--- config.mk ---
export PLATFORM = sky130hd
export DESIGN_NAME = color_gradient_evaluator_unit
export DESIGN_NICKNAME = d
export VERILOG_FILES = /design/src/cge_pkg.sv /design/src/color_gradient_evaluator_unit.sv /design/src/cge_key_mem.sv /design/src/cge_blend.sv
export VERILOG_INCLUDE_DIRS = /design/src /design/src/src
export SDC_FILE = /design/constraint.sdc
export NUM_CORES = 2
export LEC_CHECK = 0
export BUFFER_PORTS_ARGS = -buffer_cell sky130_fd_sc_hd__buf_2
export CORE_MARGIN = 2
export CORE_UTILIZATION = 27
export CTS_BUF_LIST = sky130_fd_sc_hd__clkbuf_16
export DETAILED_ROUTE_END_ITERATION = 16
export GPL_ROUTABILITY_DRIVEN = 0
export SLEW_MARGIN = 20
export SYNTH_ARGS = -nofsm -noshare
export SYNTH_HDL_FRONTEND = slang
export SYNTH_SLANG_ARGS = --single-unit
--- constraint.sdc ---
create_clock -name clk -period 8.9 [get_ports clk]
set_input_delay 1.78 -clock clk [delete_from_list [all_inputs] [get_ports clk]]
set_output_delay 1.78 -clock clk [all_outputs]
set_load 0.02 [all_outputs]
--- src/color_gradient_evaluator_unit_defines.svh ---
// ---------------------------------------------------------------------------
// Assertion macros for the color gradient evaluator
// Shared property wrappers; clock is clk, disabled while rst_n is low.
// ---------------------------------------------------------------------------
`ifndef COLOR_GRADIENT_EVALUATOR_UNIT_DEFINES_SVH
`define COLOR_GRADIENT_EVALUATOR_UNIT_DEFINES_SVH

// same-cycle implication
`define CGE_ASSERT_NOW(lbl, ante, cons, msg) \
  lbl: assert property (@(posedge clk) disable iff (!rst_n) (ante) |-> (cons)) \
    else $error(msg);

// next-cycle implication
`define CGE_ASSERT_NEXT(lbl, ante, cons, msg) \
  lbl: assert property (@(posedge clk) disable iff (!rst_n) (ante) |=> (cons)) \
    else $error(msg);

`endif

--- src/cge_pkg.sv ---
`timescale 1ns / 1ps
// ---------------------------------------------------------------------------
// cge_pkg
// Shared widths, codes and the blend request type.
// ---------------------------------------------------------------------------
package cge_pkg;

  localparam int TIME_W       = 17;
  localparam int CH_W         = 8;
  localparam int NUM_CH       = 4;
  localparam int COLOR_W      = CH_W * NUM_CH;
  localparam int KEY_W        = TIME_W + COLOR_W;
  localparam int KEY_CNT_W    = 4;
  localparam int KEY_IDX_W    = 3;
  localparam int NUM_W        = TIME_W + CH_W;  // blend numerator width
  localparam int MAX_KEYS_DEF = 8;
  localparam int PADDR_W      = 3;

  localparam logic [COLOR_W-1:0] COLOR_WHITE = '1;

  // command codes
  localparam logic CMD_LOAD = 1'b0;
  localparam logic CMD_EVAL = 1'b1;

  // register indexes
  localparam logic REG_KEY_COUNT = 1'b0;

  typedef struct packed {
    logic [COLOR_W-1:0] c1;
    logic [COLOR_W-1:0] c2;
    logic [TIME_W-1:0]  r;  // segment length
    logic [TIME_W-1:0]  d;  // offset into segment
  } blend_req_t;

endpackage

--- src/color_gradient_evaluator_unit.sv ---
`timescale 1ns / 1ps
// ---------------------------------------------------------------------------
// color_gradient_evaluator_unit
// Piecewise-linear RGBA gradient over a table of up to MAX_KEYS keys.
// ---------------------------------------------------------------------------
//
//  channel | handshake               | payload
//  --------+-------------------------+-------------------------------------
//  in      | in_valid / in_ready     | cmd, key index/time/color, sample_pos
//  out     | out_valid / out_ready   | out_red/green/blue/alpha
//  config  | psel/penable/pwrite     | key_count at address 0
//
//  Load request: written straight into the key table.
//  Evaluate: an empty table goes straight to the output; else up to n+1 key
//  reads (key 0, key n-1, then keys 1 upward); a blend adds 4 numerator
//  steps and 8 steps of the shared divider.
//  One request in flight; a finished color waits in the output register
//  while the next request is taken. Reset clears control and key_count only.
// ---------------------------------------------------------------------------
`include "color_gradient_evaluator_unit_defines.svh"

module color_gradient_evaluator_unit #(
  parameter int MAX_KEYS = cge_pkg::MAX_KEYS_DEF
) (
  input  logic                               clk,
  input  logic                               rst_n,
  // request channel
  input  logic                               in_valid,
  output logic                               in_ready,
  input  logic                               in_cmd,
  input  logic [cge_pkg::KEY_IDX_W-1:0]      in_key_index,
  input  logic [cge_pkg::TIME_W-1:0]         in_key_time,
  input  logic [cge_pkg::CH_W-1:0]           in_key_red,
  input  logic [cge_pkg::CH_W-1:0]           in_key_green,
  input  logic [cge_pkg::CH_W-1:0]           in_key_blue,
  input  logic [cge_pkg::CH_W-1:0]           in_key_alpha,
  input  logic [cge_pkg::TIME_W-1:0]         in_sample_pos,
  // result channel
  output logic                               out_valid,
  input  logic                               out_ready,
  output logic [cge_pkg::CH_W-1:0]           out_red,
  output logic [cge_pkg::CH_W-1:0]           out_green,
  output logic [cge_pkg::CH_W-1:0]           out_blue,
  output logic [cge_pkg::CH_W-1:0]           out_alpha,
  // config port
  input  logic                               psel,
  input  logic                               penable,
  input  logic                               pwrite,
  input  logic [cge_pkg::PADDR_W-1:0]        paddr,
  input  logic [31:0]                        pwdata,
  output logic [31:0]                        prdata,
  output logic                               pready
);

  // table address width and clamped-count width
  localparam int AW  = (MAX_KEYS > 2) ? $clog2(MAX_KEYS) : 1;
  localparam int NCW = ($clog2(MAX_KEYS + 1) > cge_pkg::KEY_CNT_W) ?
                       $clog2(MAX_KEYS + 1) : cge_pkg::KEY_CNT_W;
  localparam int TW  = cge_pkg::TIME_W;
  localparam int CLW = cge_pkg::COLOR_W;

  // one-hot sequencer
  typedef enum logic [5:0] {
    S_IDLE  = 6'b000001,
    S_FIRST = 6'b000010,  // read data holds key 0
    S_LAST  = 6'b000100,  // read data holds key n-1
    S_SCAN  = 6'b001000,  // read data holds key idx_r
    S_DIV   = 6'b010000,  // waiting on the blend unit
    S_OUT   = 6'b100000   // result ready for the output register
  } state_t;

  state_t                  state_r, state_nxt;
  logic [cge_pkg::KEY_CNT_W-1:0] key_count_r;
  logic [NCW-1:0]          n_r, n_nxt;
  logic [TW-1:0]           t_r;
  logic [AW-1:0]           idx_r;
  logic [AW-1:0]           last_addr;
  logic [TW-1:0]           prev_time_r;
  logic [CLW-1:0]          prev_color_r;
  logic [CLW-1:0]          last_color_r;
  logic [CLW-1:0]          res_r;
  logic                    out_valid_r;
  logic [CLW-1:0]          out_color_r;

  // key RAM
  logic                      mem_we, mem_re;
  logic [AW-1:0]             mem_waddr, mem_raddr;
  logic [cge_pkg::KEY_W-1:0] mem_wdata, mem_rdata_r;
  logic [TW-1:0]             rd_time;
  logic [CLW-1:0]            rd_color;

  // blend unit
  logic                  blend_start, blend_done;
  cge_pkg::blend_req_t   blend_req;
  logic [CLW-1:0]        blend_color;

  logic in_acc, is_eval, out_free, seg_hit, cfg_wr, empty_eval;

  assign in_ready  = (state_r == S_IDLE);
  assign in_acc    = in_valid && in_ready;
  assign is_eval   = (in_cmd == cge_pkg::CMD_EVAL);
  assign out_free  = !out_valid_r || out_ready;
  assign rd_time   = mem_rdata_r[cge_pkg::KEY_W-1:CLW];
  assign rd_color  = mem_rdata_r[CLW-1:0];
  assign last_addr = AW'(n_r - NCW'(1));
  // t inside [t1, t2]; t1 is the previous key
  assign seg_hit   = (t_r >= prev_time_r) && (t_r <= rd_time);

  // a count above the table size is used as the table size
  assign n_nxt = (NCW'(key_count_r) > NCW'(MAX_KEYS)) ? NCW'(MAX_KEYS)
                                                      : NCW'(key_count_r);
  assign empty_eval = in_acc && is_eval && (n_nxt == '0);

  // ---- config port: single register, zero-wait ----
  assign pready = 1'b1;
  assign cfg_wr = psel && penable && pwrite && pready;
  assign prdata = (paddr[2] == cge_pkg::REG_KEY_COUNT) ?
                  32'(key_count_r) : 32'd0;

  always_ff @(posedge clk) begin
    if (!rst_n) begin
      key_count_r <= '0;
    end else if (cfg_wr && (paddr[2] == cge_pkg::REG_KEY_COUNT)) begin
      key_count_r <= pwdata[cge_pkg::KEY_CNT_W-1:0];
    end
  end

  // ---- key table write: loads go straight in; out-of-range slots dropped ----
  assign mem_we    = in_acc && !is_eval && (32'(in_key_index) < MAX_KEYS);
  assign mem_waddr = AW'(in_key_index);
  assign mem_wdata = {in_key_time, in_key_alpha, in_key_blue, in_key_green, in_key_red};

  // ---- sequencer ----
  always_comb begin
    state_nxt   = state_r;
    mem_re      = 1'b0;
    mem_raddr   = '0;
    blend_start = 1'b0;
    case (state_r)
      S_IDLE: begin
        if (in_acc && is_eval) begin
          if (n_nxt == '0) begin
            state_nxt = S_OUT;
          end else begin
            mem_re    = 1'b1;
            state_nxt = S_FIRST;
          end
        end
      end
      S_FIRST: begin
        if (t_r <= rd_time) begin
          state_nxt = S_OUT;
        end else begin
          mem_re    = 1'b1;
          mem_raddr = last_addr;
          state_nxt = S_LAST;
        end
      end
      S_LAST: begin
        // going on to the scan implies at least two keys
        if (t_r >= rd_time) begin
          state_nxt = S_OUT;
        end else begin
          mem_re    = 1'b1;
          mem_raddr = AW'(1);
          state_nxt = S_SCAN;
        end
      end
      S_SCAN: begin
        if (seg_hit) begin
          if (rd_time == prev_time_r) begin
            state_nxt = S_OUT;
          end else begin
            blend_start = 1'b1;
            state_nxt   = S_DIV;
          end
        end else if (idx_r == last_addr) begin
          state_nxt = S_OUT;
        end else begin
          mem_re    = 1'b1;
          mem_raddr = idx_r + AW'(1);
        end
      end
      S_DIV: begin
        if (blend_done) state_nxt = S_OUT;
      end
      S_OUT: begin
        if (out_free) state_nxt = S_IDLE;
      end
      default: state_nxt = S_IDLE;
    endcase
  end

  always_ff @(posedge clk) begin
    if (!rst_n) begin
      state_r <= S_IDLE;
    end else begin
      state_r <= state_nxt;
    end
  end

  // ---- sequencer datapath ----
  always_ff @(posedge clk) begin
    case (state_r)
      S_IDLE: begin
        if (in_acc) begin
          t_r   <= in_sample_pos;
          n_r   <= n_nxt;
          idx_r <= AW'(1);
          res_r <= cge_pkg::COLOR_WHITE;
        end
      end
      S_FIRST: begin
        prev_time_r  <= rd_time;
        prev_color_r <= rd_color;
        res_r        <= rd_color;
      end
      S_LAST: begin
        last_color_r <= rd_color;
        res_r        <= rd_color;
      end
      S_SCAN: begin
        if (seg_hit) begin
          res_r <= prev_color_r;  // zero-length segment keeps the earlier key
        end else begin
          prev_time_r  <= rd_time;
          prev_color_r <= rd_color;
          idx_r        <= idx_r + AW'(1);
          res_r        <= last_color_r;  // no segment matched
        end
      end
      S_DIV: begin
        if (blend_done) res_r <= blend_color;
      end
      default: ;
    endcase
  end

  assign blend_req.c1 = prev_color_r;
  assign blend_req.c2 = rd_color;
  assign blend_req.r  = rd_time - prev_time_r;
  assign blend_req.d  = t_r - prev_time_r;

  // ---- output register ----
  always_ff @(posedge clk) begin
    if (!rst_n) begin
      out_valid_r <= 1'b0;
    end else if ((state_r == S_OUT) && out_free) begin
      out_valid_r <= 1'b1;
    end else if (out_ready) begin
      out_valid_r <= 1'b0;
    end
  end

  always_ff @(posedge clk) begin
    if ((state_r == S_OUT) && out_free) begin
      out_color_r <= res_r;
    end
  end

  assign out_valid = out_valid_r;
  assign out_red   = out_color_r[7:0];
  assign out_green = out_color_r[15:8];
  assign out_blue  = out_color_r[23:16];
  assign out_alpha = out_color_r[31:24];

  // ---- submodules ----
  cge_key_mem #(
    .DEPTH (MAX_KEYS),
    .AW    (AW)
  ) u_key_mem (
    .clk     (clk),
    .we      (mem_we),
    .waddr   (mem_waddr),
    .wdata   (mem_wdata),
    .re      (mem_re),
    .raddr   (mem_raddr),
    .rdata_r (mem_rdata_r)
  );

  cge_blend u_blend (
    .clk    (clk),
    .rst_n  (rst_n),
    .start  (blend_start),
    .req    (blend_req),
    .done_r (blend_done),
    .color  (blend_color)
  );

  // ---- assertions ----
  `CGE_ASSERT_NOW(a_blend_two_keys, state_r == S_DIV, n_r >= NCW'(2), "blend on short table")
  `CGE_ASSERT_NOW(a_done_in_wait, blend_done, state_r == S_DIV, "blend done outside wait")
  `CGE_ASSERT_NEXT(a_empty_to_out, empty_eval, state_r == S_OUT, "empty table not sent out")

endmodule

--- src/cge_key_mem.sv ---
`timescale 1ns / 1ps
// ---------------------------------------------------------------------------
// cge_key_mem
// Key table: one write port, one read port, registered read data.
// ---------------------------------------------------------------------------
module cge_key_mem #(
  parameter int DEPTH = cge_pkg::MAX_KEYS_DEF,
  parameter int AW    = 3
) (
  input  logic                      clk,
  input  logic                      we,
  input  logic [AW-1:0]             waddr,
  input  logic [cge_pkg::KEY_W-1:0] wdata,
  input  logic                      re,
  input  logic [AW-1:0]             raddr,
  output logic [cge_pkg::KEY_W-1:0] rdata_r
);

  logic [cge_pkg::KEY_W-1:0] mem_r [DEPTH];

  always_ff @(posedge clk) begin
    if (we) begin
      mem_r[waddr] <= wdata;
    end
  end

  always_ff @(posedge clk) begin
    if (re) begin
      rdata_r <= mem_r[raddr];
    end
  end

endmodule

--- src/cge_blend.sv ---
`timescale 1ns / 1ps
// ---------------------------------------------------------------------------
// cge_blend
// Per-channel blend: one channel numerator per cycle, then a shared
// 8-step restoring division run on all four channels side by side.
// ---------------------------------------------------------------------------
module cge_blend (
  input  logic                        clk,
  input  logic                        rst_n,
  input  logic                        start,
  input  cge_pkg::blend_req_t         req,
  output logic                        done_r,
  output logic [cge_pkg::COLOR_W-1:0] color
);

  typedef enum logic [2:0] {
    B_IDLE = 3'b001,
    B_MUL  = 3'b010,
    B_DIV  = 3'b100
  } bstate_t;

  localparam int CW = cge_pkg::CH_W;
  localparam int TW = cge_pkg::TIME_W;

  bstate_t             state_r, state_nxt;
  cge_pkg::blend_req_t req_r;
  logic [2:0]          cnt_r;
  logic [1:0]          ch;
  logic [CW-1:0]       lo_r  [cge_pkg::NUM_CH];
  logic [TW-1:0]       rem_r [cge_pkg::NUM_CH];
  logic [CW-1:0]       q_r   [cge_pkg::NUM_CH];
  logic [CW-1:0]       a_ch, b_ch;
  logic [cge_pkg::NUM_W-1:0] num;

  assign ch   = cnt_r[1:0];
  assign a_ch = req_r.c1[CW*ch +: CW];
  assign b_ch = req_r.c2[CW*ch +: CW];
  // a*(r-d) + b*d + r/2, below 256*r
  assign num  = cge_pkg::NUM_W'(a_ch) * cge_pkg::NUM_W'(req_r.r - req_r.d)
              + cge_pkg::NUM_W'(b_ch) * cge_pkg::NUM_W'(req_r.d)
              + cge_pkg::NUM_W'(req_r.r >> 1);

  always_comb begin
    state_nxt = state_r;
    case (state_r)
      B_IDLE:  if (start) state_nxt = B_MUL;
      B_MUL:   if (cnt_r == 3'd3) state_nxt = B_DIV;
      B_DIV:   if (cnt_r == 3'd0) state_nxt = B_IDLE;
      default: state_nxt = B_IDLE;
    endcase
  end

  always_ff @(posedge clk) begin
    if (!rst_n) begin
      state_r <= B_IDLE;
      done_r  <= 1'b0;
    end else begin
      state_r <= state_nxt;
      done_r  <= (state_r == B_DIV) && (cnt_r == 3'd0);
    end
  end

  always_ff @(posedge clk) begin
    logic [TW:0] trial;
    logic        ge;
    case (state_r)
      B_IDLE: begin
        if (start) begin
          req_r <= req;
          cnt_r <= 3'd0;
        end
      end
      B_MUL: begin
        rem_r[ch] <= num[cge_pkg::NUM_W-1:CW];
        lo_r[ch]  <= num[CW-1:0];
        cnt_r     <= (cnt_r == 3'd3) ? 3'd7 : cnt_r + 3'd1;
      end
      B_DIV: begin
        for (int c = 0; c < cge_pkg::NUM_CH; c++) begin
          trial    = {rem_r[c], lo_r[c][cnt_r]};
          ge       = trial >= {1'b0, req_r.r};
          rem_r[c] <= ge ? TW'(trial - {1'b0, req_r.r}) : trial[TW-1:0];
          q_r[c]   <= {q_r[c][CW-2:0], ge};
        end
        cnt_r <= cnt_r - 3'd1;
      end
      default: ;
    endcase
  end

  assign color = {q_r[3], q_r[2], q_r[1], q_r[0]};

endmodule

==> metrics.txt <==
outcome=finished clean; Post-Route Skew=0.0644 ns; final critical-path share of the clock period=0.949; setup tns final=0 ns; slowest cell on the critical path=fa_1; port buffer count=119; cts repair resizes=0; final core occ=0.309; Max rail drop VDD=0.000143 V; number of global-route vias before repair=29,800; CP Buf/Inv Count=6; FF-to-FF Start=u_blend.req_r[17]$_DFFE_PP_; post-synthesis sequential area ratio=0.524; met3 GRT Util=0.0185; global-route wire length before repair=177,000 um; remaining antenna violation count=0; P per Cell Area=156 nW/um2; # H-tree levels=3; Slew HR=0.238; CP delay by family, top=adder cells; Pleak=0.0224 uW; largest net degree at the start of global routing=149; Critical Path Fanout Max=4; Die H=429 um; Synth Flop Type=edfxtp_1; initial antenna violation count=19; hold-fix buffer count after cts=0; Synth Warn #=0; gr busiest metal=met2; drt first pass iters=5; DRT iter0 DRCs=1,788; Pins Over Slew Limit=0; Setup crit end kind=flip-flop; slowest stage delay, CP=0.55 ns; Avg Inst Size Synth=12.9 um2; post-place setup slack=0.215 ns; most frequent CP cell=fa_1; Final WS setup=0.454 ns; launch point of the worst path=u_blend.req_r[17]$_DFFE_PP_; placed cell area=52,500 um2; cts bufs inserted=90; Cell variety after synth=76; Post-CTS Setup Bufs=0; Max Freq=118 MHz; Yosys reg bits=857; io pins=179; Min Clock Period, post-route=8.45 ns; ys async rst share=0; Finished Cell Area=55,600 um2; RSZ-0062 raised after global routing=false; die footprint=184,000 um2; Mapped Cells=3,788; total track usage=0.123; area grow syn2layout=13.8%; Avg WL per Cell=18.0 um; Clock Latency Late Sink=0.68 ns; Post-synth EDFFs=842; hpwl dp=83,000 um; min-delay src=res_r[13]$_DFFE_PP_; Syn Std Cell Area=48,800 um2; met1 Use GR=0.158; Max Cap Viol=0; Worst Path Required=9.30 ns; Reg clk slew, reported paths=0.06 ns; most frequent cells in the layout=edfxtp_1, inv_1, mux2i_1, fa_1, ha_1; Startpoint Class=flip-flop; Final setup viols=0; nets=4,556; most common cell after layout, fill and taps aside=edfxtp_1; Initial Util=0.271; Final Hold Violating Endpoints=0; Arr. time, crit path=8.84 ns; Placeable Area=180,000 um2; GRT overflow=0; die width=429 um; Hold/Removal Path Class=flip-flop to flip-flop; Slew @ Worst Pin=1.14 ns; DRC viols=0; clk buf depth=3; Via density=4.53; Cell Rows=156; CTS tree=done; Hold WS=0.417 ns; Clock Root Buffer=clkbuf_16; routed vias=29,100; fraction of layout cells with a size suffix above 1=0.119; Sink Count=857; GRT met2 Usage=0.217; final WL=116,000 um; critical path class=flip-flop to flip-flop
==> kinds of logic (layout without fill, tap and decap cells) <==
| group | count (synthesis) | count (layout) | synth area share |
|---|---|---|---|
| compound gates | 464 | 464 | 0.0588 |
| buf+inv | 636 | 863 | 0.0549 |
| mux | 474 | 474 | 0.103 |
| other cells | 2 | 31 | 0.000154 |
| xor+xnor | 119 | 119 | 0.0213 |
| flops | 857 | 857 | 0.524 |
| simple gates | 758 | 758 | 0.0749 |
| fa+ha+maj | 478 | 478 | 0.163 |
==> metal layers <==
metal  up-vias  part of all wire
li1      13600                 -
met1     14600              0.43
met2       657              0.50
met3       182             0.043
met4        14             0.024
met5         -           0.00080
==> where the power goes <==
group          switching (uW)  total, uW  internal [uW]
Combinational             212        311           99.5
Sequential               29.0       4510           4480
Clock                    1590       3830           2250
==> synthesized netlist by cell type, types with 9 or more instances <==
master / count / area share
a211oi_1: 9 / 0.0014
a21o_1: 33 / 0.0051
a21oi_1: 115 / 0.012
a31oi_1: 9 / 0.0012
and2_1: 87 / 0.011
and3_1: 15 / 0.0019
buf_2: 24 / 0.0025
buf_4: 32 / 0.0049
buf_6: 19 / 0.0044
clkbuf_1: 61 / 0.0047
dfxtp_1: 15 / 0.0061
edfxtp_1: 842 / 0.52
fa_1: 264 / 0.11
ha_1: 214 / 0.055
inv_1: 491 / 0.038
mux2_2: 60 / 0.014
mux2i_1: 397 / 0.081
mux4_2: 17 / 0.0078
nand2_1: 212 / 0.016
nand2b_1: 38 / 0.0049
nand3_1: 35 / 0.0036
nand4_1: 19 / 0.0024
nor2_1: 211 / 0.016
nor2b_1: 34 / 0.0044
nor3_1: 35 / 0.0036
o2111ai_1: 35 / 0.0063
o211ai_1: 10 / 0.0015
o21a_1: 16 / 0.0025
o21ai_0: 143 / 0.015
o21ai_1: 23 / 0.0024
o31ai_1: 13 / 0.0020
or2_2: 24 / 0.0031
or3_1: 15 / 0.0019
xnor2_1: 86 / 0.015
xor2_1: 33 / 0.0059
==> registers in the layout (all words and copies together) (netlist names), 49 cells and up <==
| register | flops |
|---|---|
| u_blend.req_r | 98 |
| u_key_mem.rdata_r | 49 |
| u_blend.rem_r | 68 |
| u_key_mem.mem_r | 392 |
==> cell type report <==
cell class / count / area, um2
multi-input combinational: 2322 / 20900
sequential: 857 / 25600
clock buffer: 91 / 2280
timing repair buffer: 200 / 1250
tap: 2370 / 2970
antenna: 2 / 5.00
inverter: 495 / 1860
fill: 17900 / 125000
clock inverter: 77 / 762
==> worst reg2reg max path: cells and delay by family, from the launching register on <==
kind | cells | cell delay [ns]
compound gates | 12 | 2.60
xor+xnor | 2 | 0.46
fa+ha+maj | 9 | 3.67
buf+inv | 6 | 0.46
flops | 1 | 0.39
simple gates | 5 | 0.63
==> metrics by stage <==
step | std cells | total power, uW
6_report | 6414 | 8650
5_1_grt | 6412 | 8920
4_1_cts | 6411 | 8740
3_5_place_dp | 6243 | 4910
3_3_place_gp | 6243 | 4900
2_1_floorplan | 3815 | 4780
==> path summary, 6_finish.rpt <==
path	cells after the start	end	slack, ns
setup / recovery	34	u_blend.rem_r[3][15]$_DFFE_PP_	0.45
setup reg to reg	34	u_blend.rem_r[3][15]$_DFFE_PP_	0.45
hold reg to reg	0	out_color_r[13]$_DFFE_PP_	0.42
hold / removal	0	out_color_r[13]$_DFFE_PP_	0.42
No activity file was read; power rests on OpenSTA's default activity.
